===== src/hdl/efl_pkg.sv =====
// efl_pkg: shared types, constants and helpers for the energy FIR level meter.
// No dependencies; imported by efl_ctrl, efl_datapath and energy_fir_level_meter.
`default_nettype none

package efl_pkg;

    localparam int TAPS_DEF       = 50;
    localparam int DECIMATION_DEF = 50;
    localparam int COEF_WIDTH_DEF = 16;

    localparam int SAMPLE_W   = 12;
    localparam int SQ_W       = 24;
    localparam int IDX_W      = 6;
    localparam int CVAL_W     = 16;
    localparam int ACC_W      = 48;
    localparam int BAR_W      = 8;
    localparam int LEVEL_W    = 3;
    localparam int THR_W      = 35;
    localparam int IN_DATA_W  = 40;
    localparam int OUT_DATA_W = 56;

    localparam int CFG_INDEX_W = 1;
    localparam int CFG_DATA_W  = 32;

    localparam logic [CFG_DATA_W-1:0] FIRST_THRESHOLD_RST = 32'd5000;
    localparam logic [CFG_DATA_W-1:0] THRESHOLD_STEP_RST  = 32'd15000;

    typedef enum logic [CFG_INDEX_W-1:0] {
        CFG_FIRST_THRESHOLD = 1'b0,
        CFG_THRESHOLD_STEP  = 1'b1
    } cfg_reg_t;

    localparam logic OP_SAMPLE = 1'b0;
    localparam logic OP_COEF   = 1'b1;

    typedef struct packed {
        logic                 smp_wr;
        logic                 coef_wr;
        logic                 mac_step;
        logic                 mac_first;
        logic                 thr_step;
        logic                 thr_first;
        logic                 emit;
        logic [LEVEL_W-1:0]   level;
    } cmd_t;

    typedef struct packed {
        logic out_free;
    } sts_t;

    // bar pattern for level i: i+1 low bits set
    function automatic logic [BAR_W-1:0] thermo(input logic [LEVEL_W-1:0] lvl);
        logic [BAR_W-1:0] one_hot;
        one_hot = BAR_W'(8'd2) << lvl;
        return one_hot - BAR_W'(1);
    endfunction

endpackage

`default_nettype wire


===== src/hdl/efl_datapath.sv =====
// efl_datapath: tap and coefficient memories, MAC pipeline, threshold scan, output register.
// Depends on efl_pkg; commanded by efl_ctrl.
`default_nettype none

module efl_datapath #(
    parameter int TAPS       = efl_pkg::TAPS_DEF,
    parameter int COEF_WIDTH = efl_pkg::COEF_WIDTH_DEF
) (
    input  wire logic                              clk,
    input  wire logic                              rst_n,
    input  wire logic                              cfg_we,
    input  wire logic [efl_pkg::CFG_INDEX_W-1:0]   cfg_index,
    input  wire logic [efl_pkg::CFG_DATA_W-1:0]    cfg_data,
    input  wire logic [efl_pkg::IN_DATA_W-1:0]     in_data,
    input  wire efl_pkg::cmd_t                     cmd,
    output efl_pkg::sts_t                          sts,
    output logic                                   m_tvalid,
    input  wire logic                              m_tready,
    output logic [efl_pkg::OUT_DATA_W-1:0]         m_tdata,
    output logic                                   m_tuser
);
    import efl_pkg::*;

    localparam int AW = $clog2(TAPS);
    localparam int PW = SQ_W + 1 + COEF_WIDTH;

    logic [SAMPLE_W-1:0]         sample;
    logic [IDX_W-1:0]            coef_index;
    logic signed [CVAL_W-1:0]    coef_value;
    logic [SQ_W-1:0]             square;
    logic signed [COEF_WIDTH-1:0] coef_trunc;
    logic                        coef_ok;
    logic [AW-1:0]               coef_addr;

    logic [SQ_W-1:0]              sq_mem [TAPS];
    logic signed [COEF_WIDTH-1:0] cf_mem [TAPS];
    logic [TAPS-1:0]              sq_vld_reg;
    logic [TAPS-1:0]              cf_vld_reg;

    logic [AW-1:0]   wptr_reg;
    logic [AW-1:0]   rd_ptr_reg;
    logic [AW-1:0]   cf_ptr_reg;
    logic [AW-1:0]   rd_addr;
    logic [AW-1:0]   cf_addr;
    logic [AW-1:0]   wptr_inc;
    logic [AW-1:0]   rd_inc;
    logic [AW-1:0]   cf_inc;

    logic [SQ_W-1:0]              sq_rd_reg;
    logic signed [COEF_WIDTH-1:0] cf_rd_reg;
    logic                         sq_ok_reg;
    logic                         cf_ok_reg;
    logic                         s1_valid_reg;
    logic                         s2_valid_reg;
    logic [SQ_W-1:0]              sq_op;
    logic signed [COEF_WIDTH-1:0] cf_op;
    logic signed [PW-1:0]         prod_reg;
    logic signed [ACC_W-1:0]      acc_reg;

    logic [CFG_DATA_W-1:0] first_reg;
    logic [CFG_DATA_W-1:0] step_reg;
    logic [THR_W-1:0]      thr_reg;
    logic [THR_W-1:0]      thr_cur;
    logic                  exceed;
    logic [BAR_W-1:0]      bar_reg;
    logic                  hit_reg;

    logic                  m_tvalid_reg;
    logic [OUT_DATA_W-1:0] m_tdata_reg;
    logic                  m_tuser_reg;

    assign sample     = in_data[11:0];
    assign coef_index = in_data[17:12];
    assign coef_value = signed'(in_data[33:18]);

    assign square     = {{(SQ_W - SAMPLE_W){1'b0}}, sample} * {{(SQ_W - SAMPLE_W){1'b0}}, sample};
    assign coef_trunc = COEF_WIDTH'(coef_value);
    assign coef_ok    = ({3'b000, coef_index} < 9'(TAPS));
    assign coef_addr  = AW'(coef_index);

    // walk starts at the oldest entry, which pairs with coefficient 0
    assign rd_addr  = cmd.mac_first ? wptr_reg : rd_ptr_reg;
    assign cf_addr  = cmd.mac_first ? '0 : cf_ptr_reg;
    assign wptr_inc = (wptr_reg == AW'(TAPS - 1)) ? '0 : wptr_reg + AW'(1);
    assign rd_inc   = (rd_addr == AW'(TAPS - 1)) ? '0 : rd_addr + AW'(1);
    assign cf_inc   = (cf_addr == AW'(TAPS - 1)) ? '0 : cf_addr + AW'(1);

    assign sq_op = sq_ok_reg ? sq_rd_reg : '0;
    assign cf_op = cf_ok_reg ? cf_rd_reg : '0;

    assign thr_cur = cmd.thr_first ? {3'b000, first_reg} : thr_reg;
    assign exceed  = !acc_reg[ACC_W-1] &&
                     (acc_reg > signed'({{(ACC_W - THR_W){1'b0}}, thr_cur}));

    always_ff @(posedge clk)
    begin
        if (cmd.smp_wr)
        begin
            sq_mem[wptr_reg] <= square;
        end
        if (cmd.coef_wr && coef_ok)
        begin
            cf_mem[coef_addr] <= coef_trunc;
        end
        if (cmd.mac_step)
        begin
            sq_rd_reg <= sq_mem[rd_addr];
            cf_rd_reg <= cf_mem[cf_addr];
        end
        prod_reg <= $signed({1'b0, sq_op}) * cf_op;
        if (cmd.thr_step)
        begin
            thr_reg <= thr_cur + {3'b000, step_reg};
        end
        if (cmd.emit)
        begin
            m_tdata_reg <= {acc_reg, bar_reg};
            m_tuser_reg <= hit_reg;
        end
    end

    always_ff @(posedge clk or negedge rst_n)
    begin
        if (!rst_n)
        begin
            sq_vld_reg   <= '0;
            cf_vld_reg   <= '0;
            wptr_reg     <= '0;
            rd_ptr_reg   <= '0;
            cf_ptr_reg   <= '0;
            sq_ok_reg    <= 1'b0;
            cf_ok_reg    <= 1'b0;
            s1_valid_reg <= 1'b0;
            s2_valid_reg <= 1'b0;
            acc_reg      <= '0;
            first_reg    <= FIRST_THRESHOLD_RST;
            step_reg     <= THRESHOLD_STEP_RST;
            bar_reg      <= '0;
            hit_reg      <= 1'b0;
            m_tvalid_reg <= 1'b0;
        end
        else
        begin
            if (cfg_we)
            begin
                unique case (cfg_index)
                    CFG_FIRST_THRESHOLD: first_reg <= cfg_data;
                    CFG_THRESHOLD_STEP:  step_reg  <= cfg_data;
                    default:             ;
                endcase
            end
            if (cmd.smp_wr)
            begin
                sq_vld_reg[wptr_reg] <= 1'b1;
                wptr_reg             <= wptr_inc;
            end
            if (cmd.coef_wr && coef_ok)
            begin
                cf_vld_reg[coef_addr] <= 1'b1;
            end
            if (cmd.mac_step)
            begin
                sq_ok_reg  <= sq_vld_reg[rd_addr];
                cf_ok_reg  <= cf_vld_reg[cf_addr];
                rd_ptr_reg <= rd_inc;
                cf_ptr_reg <= cf_inc;
            end
            s1_valid_reg <= cmd.mac_step;
            s2_valid_reg <= s1_valid_reg;
            if (cmd.mac_first)
            begin
                acc_reg <= '0;
            end
            else if (s2_valid_reg)
            begin
                acc_reg <= acc_reg + ACC_W'(prod_reg);
            end
            if (cmd.thr_step)
            begin
                if (exceed)
                begin
                    bar_reg <= thermo(cmd.level);
                end
                hit_reg <= cmd.thr_first ? exceed : (hit_reg || exceed);
            end
            if (cmd.emit)
            begin
                m_tvalid_reg <= 1'b1;
            end
            else if (m_tready)
            begin
                m_tvalid_reg <= 1'b0;
            end
        end
    end

    assign sts.out_free = !m_tvalid_reg || m_tready;
    assign m_tvalid     = m_tvalid_reg;
    assign m_tdata      = m_tdata_reg;
    assign m_tuser      = m_tuser_reg;

    a_emit_free: assert property (@(posedge clk) disable iff (!rst_n)
        cmd.emit |-> (!m_tvalid_reg || m_tready))
        else $error("result emitted over an unaccepted beat");

    a_bar_hold: assert property (@(posedge clk) disable iff (!rst_n)
        !cmd.thr_step |=> $stable(bar_reg))
        else $error("bar changed outside the threshold scan");

    a_bar_thermo: assert property (@(posedge clk) disable iff (!rst_n)
        ((bar_reg + 8'd1) & bar_reg) == 8'd0)
        else $error("bar register is not a thermometer pattern");

endmodule

`default_nettype wire


===== config.mk =====
export PLATFORM = sky130hd
export DESIGN_NAME = efl_datapath
export DESIGN_NICKNAME = d
export VERILOG_FILES = /design/src/hdl/efl_pkg.sv /design/src/hdl/efl_datapath.sv
export SDC_FILE = /design/constraint.sdc
export NUM_CORES = 2
export LEC_CHECK = 0
export BUFFER_PORTS_ARGS = -buffer_cell sky130_fd_sc_hd__buf_4
export CAP_MARGIN = 20
export CORE_UTILIZATION = 35
export CTS_CLUSTER_DIAMETER = 40
export CTS_CLUSTER_SIZE = 12
export DETAILED_ROUTE_END_ITERATION = 8
export HOLD_SLACK_MARGIN = 0.03
export PLACE_DENSITY = 0.52
export SLEW_MARGIN = 20
export SYNTH_ARGS = -nofsm -noshare
export SYNTH_HDL_FRONTEND = slang
export SYNTH_SLANG_ARGS = --single-unit

===== constraint.sdc =====
create_clock -name clk -period 9.3 [get_ports clk]
set_input_delay 1.86 -clock clk [delete_from_list [all_inputs] [get_ports clk]]
set_output_delay 1.86 -clock clk [all_outputs]
set_load 0.01 [all_outputs]

==> results_dict.tcl <==
set metrics [dict create \
    coreArea_sq_um 325000 \
    post-route-min-period_ns 7.72 \
    synth_area_leaders "edfxtp_1, fa_1, nand2_1" \
    final_nets 10200 \
    rows 209 \
    arrival_ns 8.52 \
    reg2regPathDepth 20 \
    outcome "complete, but fails checks" \
    cts_resized 0 \
    clkPwrFrac_pct 29.4 \
    clockRootBuffer "clkbuf_16" \
    violations "design-rule violations" \
    fin_worst_skew_ns 0.0875 \
    drt-initial-drc-count 5638 \
    ys_async_sr_fraction_pct 10.3 \
    die_w_microns 573 \
    viasPerCell 5.20 \
    cp.required_ns 10.10 \
    r2r_end "prod_reg[39]" \
    ios 146 \
    critPathMaxFanout 16 \
    crit_path_start "cf_ok_reg" \
    cts_num_sinks 2366 \
    hpwl_microns 187000 \
    max_freq_mhz 130 \
    synth_enable_flop_cells 2081 \
    p_leak_uw 0.0506 \
    yosysSeqAreaShare_pct 60.8 \
    setup_violations 0 \
    grt_usage_pct 18.8 \
    yosysWarnings 0 \
    synth_top_area_cell "edfxtp_1" \
    synth_area_sq_um 114000 \
    synthFlopType "edfxtp_1" \
    grt_antenna_before_repair 12 \
    min_period_over_period_pct 83.0 \
    vias 73000 \
    irDropWorstVdd_v 0.000926 \
    syn_to_final_growth_pct 17.1 \
    rsz0062_at_grt "no" \
    r2r-start "cf_ok_reg" \
    slew_violations 0 \
    wl_microns 315000 \
    cts_buffer_depth 4 \
    avgSynthCellArea_sq_um 12.4 \
    clk_pin_slew_worst_paths_ns 0.05 \
    port_buffers 139 \
    synth.distinct_cells 90 \
    cts_buffers 369 \
    cellPowerDensity_nw_per_um2 359 \
    pre_cts_ws_ns 1.25 \
    drv_cap 0 \
    timing.final.hold_violations 0 \
    setup_slack_ns 1.58 \
    yosysTopAreaCellShare_pct 54.7 \
    insertion_delay_ns 0.92 \
    cp-end-kind "register" \
    holdBufCountCts 0 \
    reg2reg_slack_ns 1.58 \
    ant_nets 0 \
    cts_setup_buffers 0 \
    dieArea_sq_um 329000 \
    largest_reg_flops 1150 \
    grt_first_pass_wirelength_microns 472000 \
    endpoint "prod_reg[39]" \
    synth_cells 9196 \
    drive_above_1_share_pct 14.6 \
    relSlewSlack_pct 24.7 \
    grt_pass1_vias 73700 \
    dieHeight_microns 573 \
    grt_overflow 0 \
    tightest_slew_ns 1.13 \
    switching_share_pct 37.4 \
    htree_num_levels 5 \
    power_frac_comb_pct 36.2 \
    place.gp.congestion 0.871 \
    p_int_uw 30100 \
    initial_core_util_pct 35.2 \
    finalSetupTns_ns 0 \
    critPathLaunchType "register" \
    synth-seq-cells 2366 \
    path_class "register to register" \
    holdWs_ns 0.349 \
    drc 22 \
    power_frac_seq_pct 34.4 \
    tritoncts "done" \
    wl_per_cell_microns 22.5 \
    grt_max_degree 159 \
    p_switching_uw 17900 \
    first_pass_iters 9 \
    hp-class "register to register" \
]
synthesized netlist by cell type (41+ instances only):
library cell  count
edfxtp_1       2081
nand2_1        1642
inv_1           566
nor2_1          511
a21oi_1         447
clkbuf_1        414
fa_1            386
nand3_1         354
ha_1            313
mux2i_1         266
dfrtp_1         232
a311oi_1        221
mux2_2          215
and3_1          159
o21ai_0         133
or2_2           107
a31oi_1          96
and2_1           93
a211oi_1         92
xnor2_1          88
a21o_1           87
buf_1            63
nor2b_1          63
buf_2            46
o211ai_1         42
dfxtp_1          41
layout make-up:
| type | instances | area, sq um |
|---|---|---|
| clock inverter | 273 | 3270 |
| inverter | 567 | 2140 |
| multi-input combinational | 5752 | 41100 |
| sequential | 2366 | 69400 |
| antenna | 9 | 22.5 |
| clock buffer | 414 | 9600 |
| fill | 29900 | 191000 |
| timing repair buffer | 331 | 2690 |
| tap | 4325 | 5410 |
power groups by stage:
stage                     logic, uW  registers (uW)  clock network (uW)
after floorplan               10400           16700                   0
after global placement        17100           16700                   0
after detailed placement      17500           16700                   0
after CTS                     17500           16500               14400
after global routing          19100           16600               14800
final                         17400           16500               14100
placed cells by master (no fill, tap or decap), drive strengths merged, types with 267 or more instances in the layout:
| cell | instances |
|---|---|
| nor2 | 511 |
| clkbuf | 414 |
| fa | 386 |
| inv | 621 |
| buf | 331 |
| mux2i | 267 |
| nand3 | 354 |
| edfxtp | 2081 |
| a21oi | 450 |
| nand2 | 1643 |
| ha | 313 |
kinds of logic after synthesis:
kind of cell / after synthesis / share of synthesized area, %
xor+xnor: 122 / 0.935
buf+inv: 1091 / 3.64
flops: 2366 / 60.8
other cells: 2 / 0.00657
fa+ha+maj: 699 / 10.2
compound gates: 1319 / 7.68
mux: 505 / 4.92
simple gates: 3092 / 11.8
per-stage QoR:
step           std cells  power, uW  instance area (sq um)  utilization, %
6_report           14000      48000                 134000            41.2
5_1_grt            14000      50500                 134000            41.2
4_1_cts            14000      48500                 134000            41.2
3_5_place_dp       13300      34200                 121000            37.2
3_3_place_gp       13300      33800                 121000            37.2
2_1_floorplan       9209      27100                 114000               -
worst min path at each step:
stage | start | end | slack (ns) | depth (start not counted)
6_report | s1_valid_reg | s2_valid_reg | 0.35 | 0
5_1_grt | s1_valid_reg | s2_valid_reg | 0.37 | 0
4_1_cts | s1_valid_reg | s2_valid_reg | 0.35 | 0
3_5_place_dp | s1_valid_reg | s2_valid_reg | 0.34 | 0
3_3_place_gp | s1_valid_reg | s2_valid_reg | 0.34 | 0
2_1_floorplan | s1_valid_reg | s2_valid_reg | 0.33 | 0
metal layers:
metal,track usage (%),wire [microns]
met1,25.4,138000
met2,31.4,151000
met3,2.76,17800
met4,5.54,8850
met5,0,19
critical path, stage by stage, from the launching register on:
cell	delay, ns
dfrtp_1	0.57
and2_0	0.94
nand2_1	0.17
fa_1	0.54
fa_1	0.52
fa_1	0.52
inv_1	0.06
fa_1	0.49
fa_1	0.49
inv_1	0.06
fa_1	0.47
inv_1	0.04
ha_1	0.32
a21oi_1	0.36
o21ai_0	0.17
a21oi_1	0.23
o211ai_2	0.16
a31o_4	0.28
a2111oi_4	0.53
nor4_1	0.13
or4_1	0.52
(Power assumes the default switching activity.)
