===== src/hdl/efl_pkg.sv =====
// efl_pkg: shared types, constants and helpers for the energy FIR level meter.
// No dependencies; imported by efl_ctrl, efl_datapath and energy_fir_level_meter.
`default_nettype none

package efl_pkg;

    localparam int TAPS_DEF       = 50;
    localparam int DECIMATION_DEF = 50;
    localparam int COEF_WIDTH_DEF = 16;

    localparam int SAMPLE_W   = 12;
    localparam int SQ_W       = 24;
    localparam int IDX_W      = 6;
    localparam int CVAL_W     = 16;
    localparam int ACC_W      = 48;
    localparam int BAR_W      = 8;
    localparam int LEVEL_W    = 3;
    localparam int THR_W      = 35;
    localparam int IN_DATA_W  = 40;
    localparam int OUT_DATA_W = 56;

    localparam int CFG_INDEX_W = 1;
    localparam int CFG_DATA_W  = 32;

    localparam logic [CFG_DATA_W-1:0] FIRST_THRESHOLD_RST = 32'd5000;
    localparam logic [CFG_DATA_W-1:0] THRESHOLD_STEP_RST  = 32'd15000;

    typedef enum logic [CFG_INDEX_W-1:0] {
        CFG_FIRST_THRESHOLD = 1'b0,
        CFG_THRESHOLD_STEP  = 1'b1
    } cfg_reg_t;

    localparam logic OP_SAMPLE = 1'b0;
    localparam logic OP_COEF   = 1'b1;

    typedef struct packed {
        logic                 smp_wr;
        logic                 coef_wr;
        logic                 mac_step;
        logic                 mac_first;
        logic                 thr_step;
        logic                 thr_first;
        logic                 emit;
        logic [LEVEL_W-1:0]   level;
    } cmd_t;

    typedef struct packed {
        logic out_free;
    } sts_t;

    // bar pattern for level i: i+1 low bits set
    function automatic logic [BAR_W-1:0] thermo(input logic [LEVEL_W-1:0] lvl);
        logic [BAR_W-1:0] one_hot;
        one_hot = BAR_W'(8'd2) << lvl;
        return one_hot - BAR_W'(1);
    endfunction

endpackage

`default_nettype wire


===== src/hdl/efl_ctrl.sv =====
// efl_ctrl: sequencer for the level meter (accept, MAC walk, drain, threshold scan, emit).
// Depends on efl_pkg; drives efl_datapath through cmd_t, reads sts_t.
`default_nettype none

module efl_ctrl #(
    parameter int TAPS       = efl_pkg::TAPS_DEF,
    parameter int DECIMATION = efl_pkg::DECIMATION_DEF
) (
    input  wire logic          clk,
    input  wire logic          rst_n,
    input  wire logic          s_tvalid,
    input  wire logic          opcode,
    output logic               s_tready,
    output efl_pkg::cmd_t      cmd,
    input  wire efl_pkg::sts_t sts
);
    import efl_pkg::*;

    localparam int PW = $clog2(DECIMATION + 1);
    localparam int CW = ($clog2(TAPS) > LEVEL_W) ? $clog2(TAPS) : LEVEL_W;
    localparam int DRAIN_CYCLES = 2;
    localparam int LEVELS = 8;

    typedef enum logic [2:0] {
        ST_IDLE,
        ST_MAC,
        ST_DRAIN,
        ST_THRESH,
        ST_EMIT
    } state_t;

    state_t          state_reg, state_next;
    logic [PW-1:0]   phase_reg, phase_next;
    logic [CW-1:0]   cnt_reg, cnt_next;
    logic            accept;
    logic            last_phase;

    assign s_tready   = (state_reg == ST_IDLE);
    assign accept     = s_tvalid && s_tready;
    assign last_phase = (phase_reg == PW'(DECIMATION - 1));

    always_comb
    begin
        cmd        = '0;
        state_next = state_reg;
        phase_next = phase_reg;
        cnt_next   = cnt_reg;
        cmd.level  = cnt_reg[LEVEL_W-1:0];
        unique case (state_reg)
            ST_IDLE:
            begin
                if (accept)
                begin
                    if (opcode == OP_COEF)
                    begin
                        cmd.coef_wr = 1'b1;
                    end
                    else
                    begin
                        cmd.smp_wr = 1'b1;
                        if (last_phase)
                        begin
                            phase_next = '0;
                            cnt_next   = '0;
                            state_next = ST_MAC;
                        end
                        else
                        begin
                            phase_next = phase_reg + PW'(1);
                        end
                    end
                end
            end
            ST_MAC:
            begin
                cmd.mac_step  = 1'b1;
                cmd.mac_first = (cnt_reg == '0);
                if (cnt_reg == CW'(TAPS - 1))
                begin
                    cnt_next   = '0;
                    state_next = ST_DRAIN;
                end
                else
                begin
                    cnt_next = cnt_reg + CW'(1);
                end
            end
            ST_DRAIN:
            begin
                if (cnt_reg == CW'(DRAIN_CYCLES - 1))
                begin
                    cnt_next   = '0;
                    state_next = ST_THRESH;
                end
                else
                begin
                    cnt_next = cnt_reg + CW'(1);
                end
            end
            ST_THRESH:
            begin
                cmd.thr_step  = 1'b1;
                cmd.thr_first = (cnt_reg == '0);
                if (cnt_reg == CW'(LEVELS - 1))
                begin
                    cnt_next   = '0;
                    state_next = ST_EMIT;
                end
                else
                begin
                    cnt_next = cnt_reg + CW'(1);
                end
            end
            ST_EMIT:
            begin
                if (sts.out_free)
                begin
                    cmd.emit   = 1'b1;
                    state_next = ST_IDLE;
                end
            end
            default:
            begin
                state_next = ST_IDLE;
            end
        endcase
    end

    always_ff @(posedge clk or negedge rst_n)
    begin
        if (!rst_n)
        begin
            state_reg <= ST_IDLE;
            phase_reg <= '0;
            cnt_reg   <= '0;
        end
        else
        begin
            state_reg <= state_next;
            phase_reg <= phase_next;
            cnt_reg   <= cnt_next;
        end
    end

    a_walk_ends: assert property (@(posedge clk) disable iff (!rst_n)
        (state_reg == ST_MAC && cnt_reg == CW'(TAPS - 1)) |=> (state_reg == ST_DRAIN))
        else $error("MAC walk did not end after the last tap");

    a_block_starts: assert property (@(posedge clk) disable iff (!rst_n)
        (accept && opcode == OP_SAMPLE && last_phase) |=>
        (state_reg == ST_MAC && phase_reg == '0))
        else $error("decimation boundary did not start a MAC walk");

endmodule

`default_nettype wire


===== config.mk =====
export PLATFORM = sky130hd
export DESIGN_NAME = efl_ctrl
export DESIGN_NICKNAME = d
export VERILOG_FILES = /design/src/hdl/efl_pkg.sv /design/src/hdl/efl_ctrl.sv
export SDC_FILE = /design/constraint.sdc
export NUM_CORES = 1
export LEC_CHECK = 0
export BUFFER_PORTS_ARGS = -buffer_cell sky130_fd_sc_hd__clkbuf_2
export CAP_MARGIN = 30
export CORE_ASPECT_RATIO = 1.1
export CORE_MARGIN = 1.5
export CORE_UTILIZATION = 49
export DETAILED_ROUTE_END_ITERATION = 12
export PLACE_DENSITY = 0.83
export SLEW_MARGIN = 5
export SYNTH_ARGS = -nofsm -noshare
export SYNTH_HDL_FRONTEND = slang
export SYNTH_SLANG_ARGS = --single-unit

===== constraint.sdc =====
create_clock -name clk -period 1.7 [get_ports clk]
set_input_delay 0 -clock clk [delete_from_list [all_inputs] [get_ports clk]]
set_output_delay 0 -clock clk [all_outputs]
set_load 0.02 [all_outputs]

==> results.cfg, run 1 <==
[setup_path]
cp.arrival_ns = 2.01
path_class = register to register
r2r_start = cnt_reg[1]$_DFFE_PN0P_
crit_end = cnt_reg[1]$_DFFE_PN0P_
reg2reg_to = cnt_reg[1]$_DFFE_PN0P_
timing.critical_path.fanout_max = 7
critPathCaptureType = register
startpoint_type = register
required_ns = 1.88
crit_path_start = cnt_reg[1]$_DFFE_PN0P_
reg2reg_slack_ns = -0.13
reg2reg_depth = 6

[power_and_ir_drop]
p_int_w = 0.00110
pwr-share-comb_pct = 56.5
p_clk_share_pct = 10.3
power_leakage_nw = 0.596
power_density_nw_per_um2 = 1650
swShare_pct = 45.9
ir_drop_mv = 0.855
pwr-share-seq_pct = 33.2
p_switching_w = 0.000933

[worst_hold_path]
min_path_type = input port to register

[detailed_routing]
ant_nets = 0
drt_first_pass_iters = 4
drc_errors = 0
drt-total-wl_mm = 2.38
drt_iter0_markers = 24
via_per_inst = 5.80
avgRoutedWirePerCell_um = 14.7
vias = 939

[timing]
worst_slack_ns = -0.129
hold_violations = 0
setup_viol = 7
fmax_ghz = 0.547
slew_headroom_pct = 73.5
slew_viol_final = 0
worst_pin_slew_ns = 0.398
period_minus_slack_ns = 1.83
fin_setup_tns_ns = -0.621
rsz0062_at_grt = yes
min_period_over_period_pct = 108
fin_skew_ns = 0.00255

[synthesis]
synth_top_cell_by_area = dfrtp_1
yosysWarningCount = 0
yosys_most_used_dff = dfrtp_1
synth_area_leaders = dfrtp_1 37%, ha_1 6.1%, nand2_1 3.7%
yosys_register_bits = 15
synthArstFlopShare_pct = 100
syn_nets = 122
synth_fa_ha_area_share_pct = 6.12
synth_compound_area_share_pct = 20.9
synth_edf_count = 0
yosysUniqueCellTypes = 44
synth_top_family_by_area = simple AND/OR/NAND/NOR gates
yosys.area_share.simple_pct = 23.6
synthCells = 112
ys_seq_area_share_pct = 36.7
syn_avg_cell_area_sq_um = 9.13
synth-xor-area-share_pct = 0.857
yosysTopAreaCellShare_pct = 36.7
synthMuxAreaShare_pct = 3.06
syn-cell-area_sq_um = 1020

[outcome]
violations = setup timing
run_status = finished with violations

[grt]
grt_max_degree = 16
grt-ovfl-total = 0
antenna_found_initial = 0
grt_pass1_wl_mm = 3.63
grt_pass1_vias = 842
grt_usage_pct = 21.4

[floorplan]
die_area_sq_um = 2370
initial_utilization_pct = 51.7
ios = 16
placeableCoreArea_sq_um = 1980
die_w_um = 46.6
die_y_um = 50.9
rows = 17

[job]
maxCapViolCount = 0

[cts]
clk_pin_slew_ns = 0.09
clock_path_buffers = 2
cts.sinks = 15
clk-insertion-delay-late_ns = 0.29
tritoncts = yes
clock-root-buffer = clkbuf_4
cts-buffers-inserted = 3
htreeDepth = 1

[finish]
mostFrequentLayoutCells = 15 x dfrtp_1, 15 x clkbuf_2, 12 x buf_4, 10 x nand2_1, 6 x nand3_1
syn2layout_area_growth_pct = 20.8
diodes = 0
final_nets = 145
stdcell_area_sq_um = 1230
drive_above_1_share_pct = 33.6
fin_cells = 162

[place]
port_buffers = 15
dp_hpwl_mm = 1.66
finalWeightedCongestion = 0.889
placed_area_sq_um = 1160
dpl.cell_count = 156
==> power by group through the flow <==
| stage | clock network [W] | logic [W] | registers, W |
|---|---|---|---|
| 2_1_floorplan | 0 | 0.000821 | 0.000609 |
| 3_3_place_gp | 0 | 0.00104 | 0.000653 |
| 3_5_place_dp | 0 | 0.00108 | 0.000663 |
| 4_1_cts | 0.000212 | 0.00109 | 0.000660 |
| 5_1_grt | 0.000224 | 0.00128 | 0.000690 |
| 6_report | 0.000210 | 0.00115 | 0.000675 |
==> synthesized netlist by cell type, types with 2 or more instances <==
library cell and n:
and3_1 5, inv_1 7, ha_1 5, a31oi_1 2, nor2_1 4, clkbuf_1 3
buf_4 4, o21ai_0 5, nor3b_1 3, or3_1 4, a211o_1 2, nor3_1 2
a21oi_1 6, dfrtp_1 15, nand2_1 10, mux2i_1 2, nand3_1 6
==> worst max-delay path, cell delays in order, from the launching register on <==
cell and delay (ns):
dfrtp_1 0.42, inv_2 0.09, ha_4 0.12, or3b_4 0.38, a31oi_4 0.32, a21oi_4 0.12, a22o_2 0.28
==> cell families after synthesis <==
logic type | Yosys count
XOR/XNOR | 1
AND/OR/NAND/NOR | 43
buffers and inverters | 17
flip-flops | 15
adder cells (fa/ha/maj) | 5
AO/OA/AOI/OAI | 28
multiplexers | 3
==> per-layer routing <==
metal	GRT usage, %	vias to the layer above	part of all wire [%]
met5	0	-	0
met4	10.0	0	2.3
met3	3.18	7	4.4
met2	35.4	31	52
met1	26.4	455	41
li1	-	446	-
==> per-stage QoR <==
step	util, %	setup slack (ns)	power (W)	hold slack [ns]
final	62.4	-0.129	0.00204	0.00392
after CTS	60.7	-0.0382	0.00197	0.00650
after floorplan	-	0.00178	0.00143	-0.296
after global placement	58.6	0.00515	0.00169	-0.0638
after global routing	62.4	-0.175	0.00219	0.0168
after detailed placement	58.6	-0.0520	0.00174	-0.0622
==> cell type report <==
class	instances	area, sq um
Tap cell	28	35.0
Sequential cell	15	375
Inverter	7	26.3
Fill cell	174	743
Multi-Input combinational cell	80	597
Clock buffer	4	26.3
Timing Repair Buffer	28	175
==> repair_timing <==
item	4_1_cts	5_1_grt
gates resized for setup	1	7
hold buffers	1	0
endpoints found under the setup margin	7	9
pin swaps	2	5
endpoints found under the hold margin	15	0
gates cloned	0	0
setup buffers	0	1
==> how the worst min path moves through the flow <==
stage | cells past startpoint | start | endpoint
detailed placement | 1 | rst_n | cnt_reg[3]$_DFFE_PN0P_
finish | 3 | sts | state_reg[2]$_DFFE_PN0P_
global placement | 1 | rst_n | cnt_reg[3]$_DFFE_PN0P_
floorplan | 0 | rst_n | cnt_reg[0]$_DFFE_PN0P_
global route | 3 | sts | state_reg[2]$_DFFE_PN0P_
CTS | 3 | sts | state_reg[2]$_DFFE_PN0P_
(Power assumes the default switching activity.)
==> run 2, diff against run 1 <==
--- a/config.mk
+++ b/config.mk
@@ -7,12 +7,13 @@
 export LEC_CHECK = 0
 export BUFFER_PORTS_ARGS = -buffer_cell sky130_fd_sc_hd__clkbuf_2
 export CAP_MARGIN = 30
+export CELL_PAD_IN_SITES_DETAIL_PLACEMENT = 0
+export CELL_PAD_IN_SITES_GLOBAL_PLACEMENT = 1
 export CORE_ASPECT_RATIO = 1.1
 export CORE_MARGIN = 1.5
-export CORE_UTILIZATION = 49
+export CORE_UTILIZATION = 37
 export DETAILED_ROUTE_END_ITERATION = 12
 export PLACE_DENSITY = 0.83
-export SLEW_MARGIN = 5
 export SYNTH_ARGS = -nofsm -noshare
 export SYNTH_HDL_FRONTEND = slang
 export SYNTH_SLANG_ARGS = --single-unit
==> run 2 against run 1 <==
Effect of this change: the flow still finishes with violations (setup timing); clock power up 5%; global-route usage decreased by 4.8 points; clock skew grew 0.0060 ns; critical endpoint is now cnt_reg[0]$_DFFE_PN0P_; clock-buffer cell count shrank 1; utilization shrank 13 points; cell count grew 5.6%; largest cell class unchanged; setup slack better by 0.092 ns.
==> results.cfg, run 2 (synthesis results as in run 1) <==
[floorplan]
rows = 19
initial_utilization_pct = 39.8
die_area_sq_um = 3090
ios = 16
placeableCoreArea_sq_um = 2570
die_w_um = 53.1
die_y_um = 58.1

[setup_path]
max_stage_delay_ns = 0.40
crit_path_start = cnt_reg[1]$_DFFE_PN0P_
critPathCaptureType = register
reg2reg_slack_ns = -0.04
cp_top_family = flip-flops
path_buf_inv = 1
reg2reg_depth = 6
path_cells = inv_2, ha_4, or3b_4, a31oi_4, a21oi_2, mux2_4
cp.arrival_ns = 1.93
startpoint_type = register
reg2reg_to = cnt_reg[0]$_DFFE_PN0P_
required_ns = 1.89
r2r_start = cnt_reg[1]$_DFFE_PN0P_
path_class = register to register
crit_end = cnt_reg[0]$_DFFE_PN0P_
crit_cells = 6
timing.critical_path.fanout_max = 7
cpMaxStageDelayCell = dfrtp_1

[finish]
mostFrequentLayoutCells = 17 x buf_4, 15 x dfrtp_1, 15 x clkbuf_2, 9 x nand2_1
fin_util_pct = 49.9
multi_input_area_sq_um = 588
regArea_sq_um = 375
drive_above_1_share_pct = 35.7
diodes = 0
layout_commonest_cell = buf_4
final_nets = 151
n_fill_cell = 251
syn2layout_area_growth_pct = 25.3

[outcome]
violations = setup timing
run_status = finished with violations

[grt]
antenna_found_initial = 0
grt_usage_pct = 16.6
grt-ovfl-total = 0
grt_pass1_wl_mm = 3.82
grt_max_degree = 16
grt_pass1_vias = 914

[cts]
htreeDepth = 1
clock_path_buffers = 2
cts.sinks = 15
clk-insertion-delay-late_ns = 0.30
tritoncts = yes
clock-root-buffer = clkbuf_4
clk_pin_slew_ns = 0.10
cts-buffers-inserted = 3

[timing]
period_minus_slack_ns = 1.74
slew_headroom_pct = 73.3
slew_viol_final = 0
min_period_over_period_pct = 102
setup_viol = 4
fin_hold_ws_ns = 0.124
fmax_ghz = 0.576
worst_pin_slew_ns = 0.401
worst_slack_ns = -0.0372
fin_setup_tns_ns = -0.0949
rsz0062_at_grt = yes
fin_skew_ns = 0.00856
hold_violations = 0

[place]
port_buffers = 15
dp_hpwl_mm = 1.74
finalWeightedCongestion = 0.869

[detailed_routing]
drt_iter0_markers = 18
drc_errors = 0
avgRoutedWirePerCell_um = 13.4
drt-total-wl_mm = 2.30
via_per_inst = 5.44
ant_nets = 0
drt_first_pass_iters = 4
vias = 930

[job]
maxCapViolCount = 0

[power_and_ir_drop]
power_density_nw_per_um2 = 1610
ir_drop_mv = 0.818
power_leakage_nw = 0.628
finalPower_w = 0.00207

[worst_hold_path]
min_path_type = input port to register
## run 2: changes by cell type in the layout (fill, tap and decap cells not counted)
cell	previous run	this run
buf_4	12	17
a21oi_1	4	6
a21oi_2	2	1
a21oi_4	1	0
clkbuf_1	1	0
clkinvlp_4	0	1
dlygate4sd3_1	1	2
mux2_2	1	0
mux2_4	0	1
nand2_1	10	9
nand2_2	0	1
## run 2: layout make-up
cell class | count | share of cell area, %
clock buffer | 3 | 1.76
clock inverter | 1 | 0.586
inverter | 7 | 2.05
multi-input combinational | 80 | 45.9
sequential | 15 | 29.3
tap | 31 | 3.03
timing repair buffer | 34 | 17.4
## run 2: worst register-to-register path, delay by kind of cell, from the launching register on
| kind | cells | cell delay, ns |
|---|---|---|
| DFF | 1 | 0.40 |
| muxes | 1 | 0.27 |
| AOI/OAI and AO/OA | 2 | 0.38 |
| and+or+nand+nor | 1 | 0.38 |
| buffers and inverters | 1 | 0.08 |
| adders and majority gates | 1 | 0.12 |
## run 2: metal layers
metal	GRT usage [%]	part of all wire, %
met3	5.15	4.2
met4	3.30	0.74
met2	30.2	53
met5	0	0
met1	18.7	42
## run 2: timing repair
item,in CTS,in global routing
setup endpoints to repair,8,9
pin swaps,4,0
setup buffers,0,0
hold endpoints to repair,16,0
resized for setup,4,3
hold buffers,2,0
## run 2: where the power goes
part	total (W)	internal, W	switching, W
Combinational	0.00117	0.000563	0.000605
Clock	0.000221	0.0000896	0.000131
Sequential	0.000677	0.000492	0.000185
Total	0.00207	0.00114	0.000921
## run 2: worst min path at each step
| stage | from | endpoint | slack (ns) | depth (start not counted) |
|---|---|---|---|---|
| final | opcode | phase_reg[0]$_DFFE_PN0P_ | 0.12 | 5 |
| after global routing | rst_n | cnt_reg[1]$_DFFE_PN0P_ | 0.18 | 2 |
| after CTS | rst_n | cnt_reg[1]$_DFFE_PN0P_ | 0.15 | 2 |
| after detailed placement | rst_n | cnt_reg[3]$_DFFE_PN0P_ | -0.05 | 1 |
| after global placement | rst_n | cnt_reg[3]$_DFFE_PN0P_ | -0.06 | 1 |
| after floorplan | rst_n | cnt_reg[0]$_DFFE_PN0P_ | -0.30 | 0 |
## run 2: per-stage QoR
stage               setup slack [ns]  instances  cell area, sq um
floorplan                    0.00178        112              1030
CTS                          -0.0286        171              1270
global placement            -0.00268        165              1210
global route                  -0.115        171              1280
finish                       -0.0372        171              1280
detailed placement           -0.0516        165              1210
==> run 3, diff against run 2 <==
--- a/config.mk
+++ b/config.mk
@@ -11,9 +11,9 @@
 export CELL_PAD_IN_SITES_GLOBAL_PLACEMENT = 1
 export CORE_ASPECT_RATIO = 1.1
 export CORE_MARGIN = 1.5
-export CORE_UTILIZATION = 37
+export CORE_UTILIZATION = 42
 export DETAILED_ROUTE_END_ITERATION = 12
-export PLACE_DENSITY = 0.83
+export PLACE_DENSITY = 0.88
 export SYNTH_ARGS = -nofsm -noshare
 export SYNTH_HDL_FRONTEND = slang
 export SYNTH_SLANG_ARGS = --single-unit
==> constraint.sdc (replaced) <==
create_clock -name clk -period 1.9 [get_ports clk]
set_input_delay 0 -clock clk [delete_from_list [all_inputs] [get_ports clk]]
set_output_delay 0 -clock clk [all_outputs]
set_load 0.02 [all_outputs]
==> run 3 against run 2 <==
Effect of this change: the run now ends clean; final area is 9.4% lower; wire length is 8.1% lower; clock power is 18% lower; global-route usage is 1.4 points higher; clock-buffer cell count is 1 higher; hold slack better by 0.044 ns; setup slack better by 0.17 ns.
==> results.cfg, run 3 (synthesis results as in run 1) <==
[floorplan]
die_area_sq_um = 2740
ios = 16
placeableCoreArea_sq_um = 2270
die_y_um = 54.7
initial_utilization_pct = 44.9
die_w_um = 50.0
rows = 18

[setup_path]
reg2reg_depth = 6
reg2reg_slack_ns = 0.13
timing.critical_path.fanout_max = 7
cp.arrival_ns = 1.94
startpoint_type = register
reg2reg_to = cnt_reg[0]$_DFFE_PN0P_
r2r_start = cnt_reg[1]$_DFFE_PN0P_
critPathCaptureType = register
required_ns = 2.07
path_class = register to register

[worst_hold_path]
min_path_type = input port to async pin

[timing]
slew_headroom_pct = 73.0
min_period_over_period_pct = 93.3
slew_viol_final = 0
fmax_ghz = 0.564
setup_viol = 0
fin_hold_ws_ns = 0.167
fin_skew_ns = 0.00200
period_minus_slack_ns = 1.77
worst_pin_slew_ns = 0.405
rsz0062_at_grt = no
hold_violations = 0
fin_setup_tns_ns = 0
worst_slack_ns = 0.128

[grt]
grt_max_degree = 16
grt_usage_pct = 18.0
top_usage_layer = met2
antenna_found_initial = 0
grt_pass1_wl_mm = 3.68
grt_pass1_vias = 845
grt-ovfl-total = 0
use_met1_pct = 21.2
gr-usage-met3_pct = 3.55
grt.met2_usage_pct = 32.0

[finish]
n_fill_cell = 216
diodes = 0
fin_util_pct = 51.0
drive_above_1_share_pct = 25.8
syn2layout_area_growth_pct = 13.6
stdcell_area_sq_um = 1160
mostFrequentLayoutCells = 15 x dfrtp_1, 15 x clkbuf_2, 10 x nand2_1, 7 x inv_1
final_nets = 139

[cts]
clk_pin_slew_ns = 0.09
clk-insertion-delay-late_ns = 0.28
tritoncts = yes
cts.sinks = 15
htreeDepth = 1
cts-buffers-inserted = 3
clock_path_buffers = 2
clock-root-buffer = clkbuf_4

[detailed_routing]
ant_nets = 0
drt_first_pass_iters = 4
drt_iter0_markers = 15
via_per_inst = 5.44
drc_errors = 0
drt-total-wl_mm = 2.11
avgRoutedWirePerCell_um = 13.3
vias = 860

[power_and_ir_drop]
power_density_nw_per_um2 = 1420
power_leakage_nw = 0.563
ir_drop_mv = 0.682

[outcome]
run_status = complete, no violations

[place]
finalWeightedCongestion = 0.831
placed_area_sq_um = 1110
port_buffers = 15
dpl_worst_slack_ns = 0.140
dp_hpwl_mm = 1.63

[job]
maxCapViolCount = 0
-- run 3: metal layers --
metal,wire (um),vias to the layer above
met3,51,2
met1,954,414
met4,13,0
li1,-,434
met2,1090,10
met5,0,-
-- run 3: critical path, cell delays in order, from the launching register on --
cell and delay (ns):
dfrtp_1 0.38, inv_1 0.07, ha_1 0.15, or3b_4 0.38, a31oi_4 0.28, a21oi_2 0.12, mux2_2 0.28
-- run 3: final cells by class --
type / count / area [sq um] / share of cell area [%]
inverters: 7 / 26.3 / 2.26
well taps: 30 / 37.5 / 3.23
clock buffers: 4 / 26.3 / 2.26
flip-flops and latches: 15 / 375 / 32.3
repair buffers: 22 / 133 / 11.4
multi-input cells: 80 / 563 / 48.5
-- run 3: timing repair --
item,4_1_cts,5_1_grt
endpoints found under the hold margin,15,1
buffers inserted,0,0
hold buffers,1,1
endpoints found under the setup margin,0,2
resized for setup,0,1
-- run 3: report_power, final --
part | total, W | internal, W | switching, W
registers | 0.000607 | 0.000441 | 0.000166
clock network | 0.000182 | 0.0000814 | 0.000100
logic | 0.000858 | 0.000373 | 0.000485
total | 0.00165 | 0.000895 | 0.000751
-- run 3: worst max path at each step --
stage / slack [ns] / startpoint / to
after global placement: 0.18 / cnt_reg[1]$_DFFE_PN0P_ / cnt_reg[0]$_DFFE_PN0P_
after global routing: 0.04 / cnt_reg[1]$_DFFE_PN0P_ / cnt_reg[0]$_DFFE_PN0P_
final: 0.13 / cnt_reg[1]$_DFFE_PN0P_ / cnt_reg[0]$_DFFE_PN0P_
after CTS: 0.12 / cnt_reg[1]$_DFFE_PN0P_ / cnt_reg[0]$_DFFE_PN0P_
after floorplan: 0.14 / state_reg[1]$_DFFE_PN0P_ / phase_reg[3]$_DFFE_PN0P_
after detailed placement: 0.14 / cnt_reg[1]$_DFFE_PN0P_ / cnt_reg[0]$_DFFE_PN0P_
-- run 3: per-stage QoR --
step	std cells	power (W)
after floorplan	112	0.00126
after global placement	152	0.00144
after detailed placement	152	0.00146
after CTS	157	0.00166
after global routing	158	0.00180
final	158	0.00165
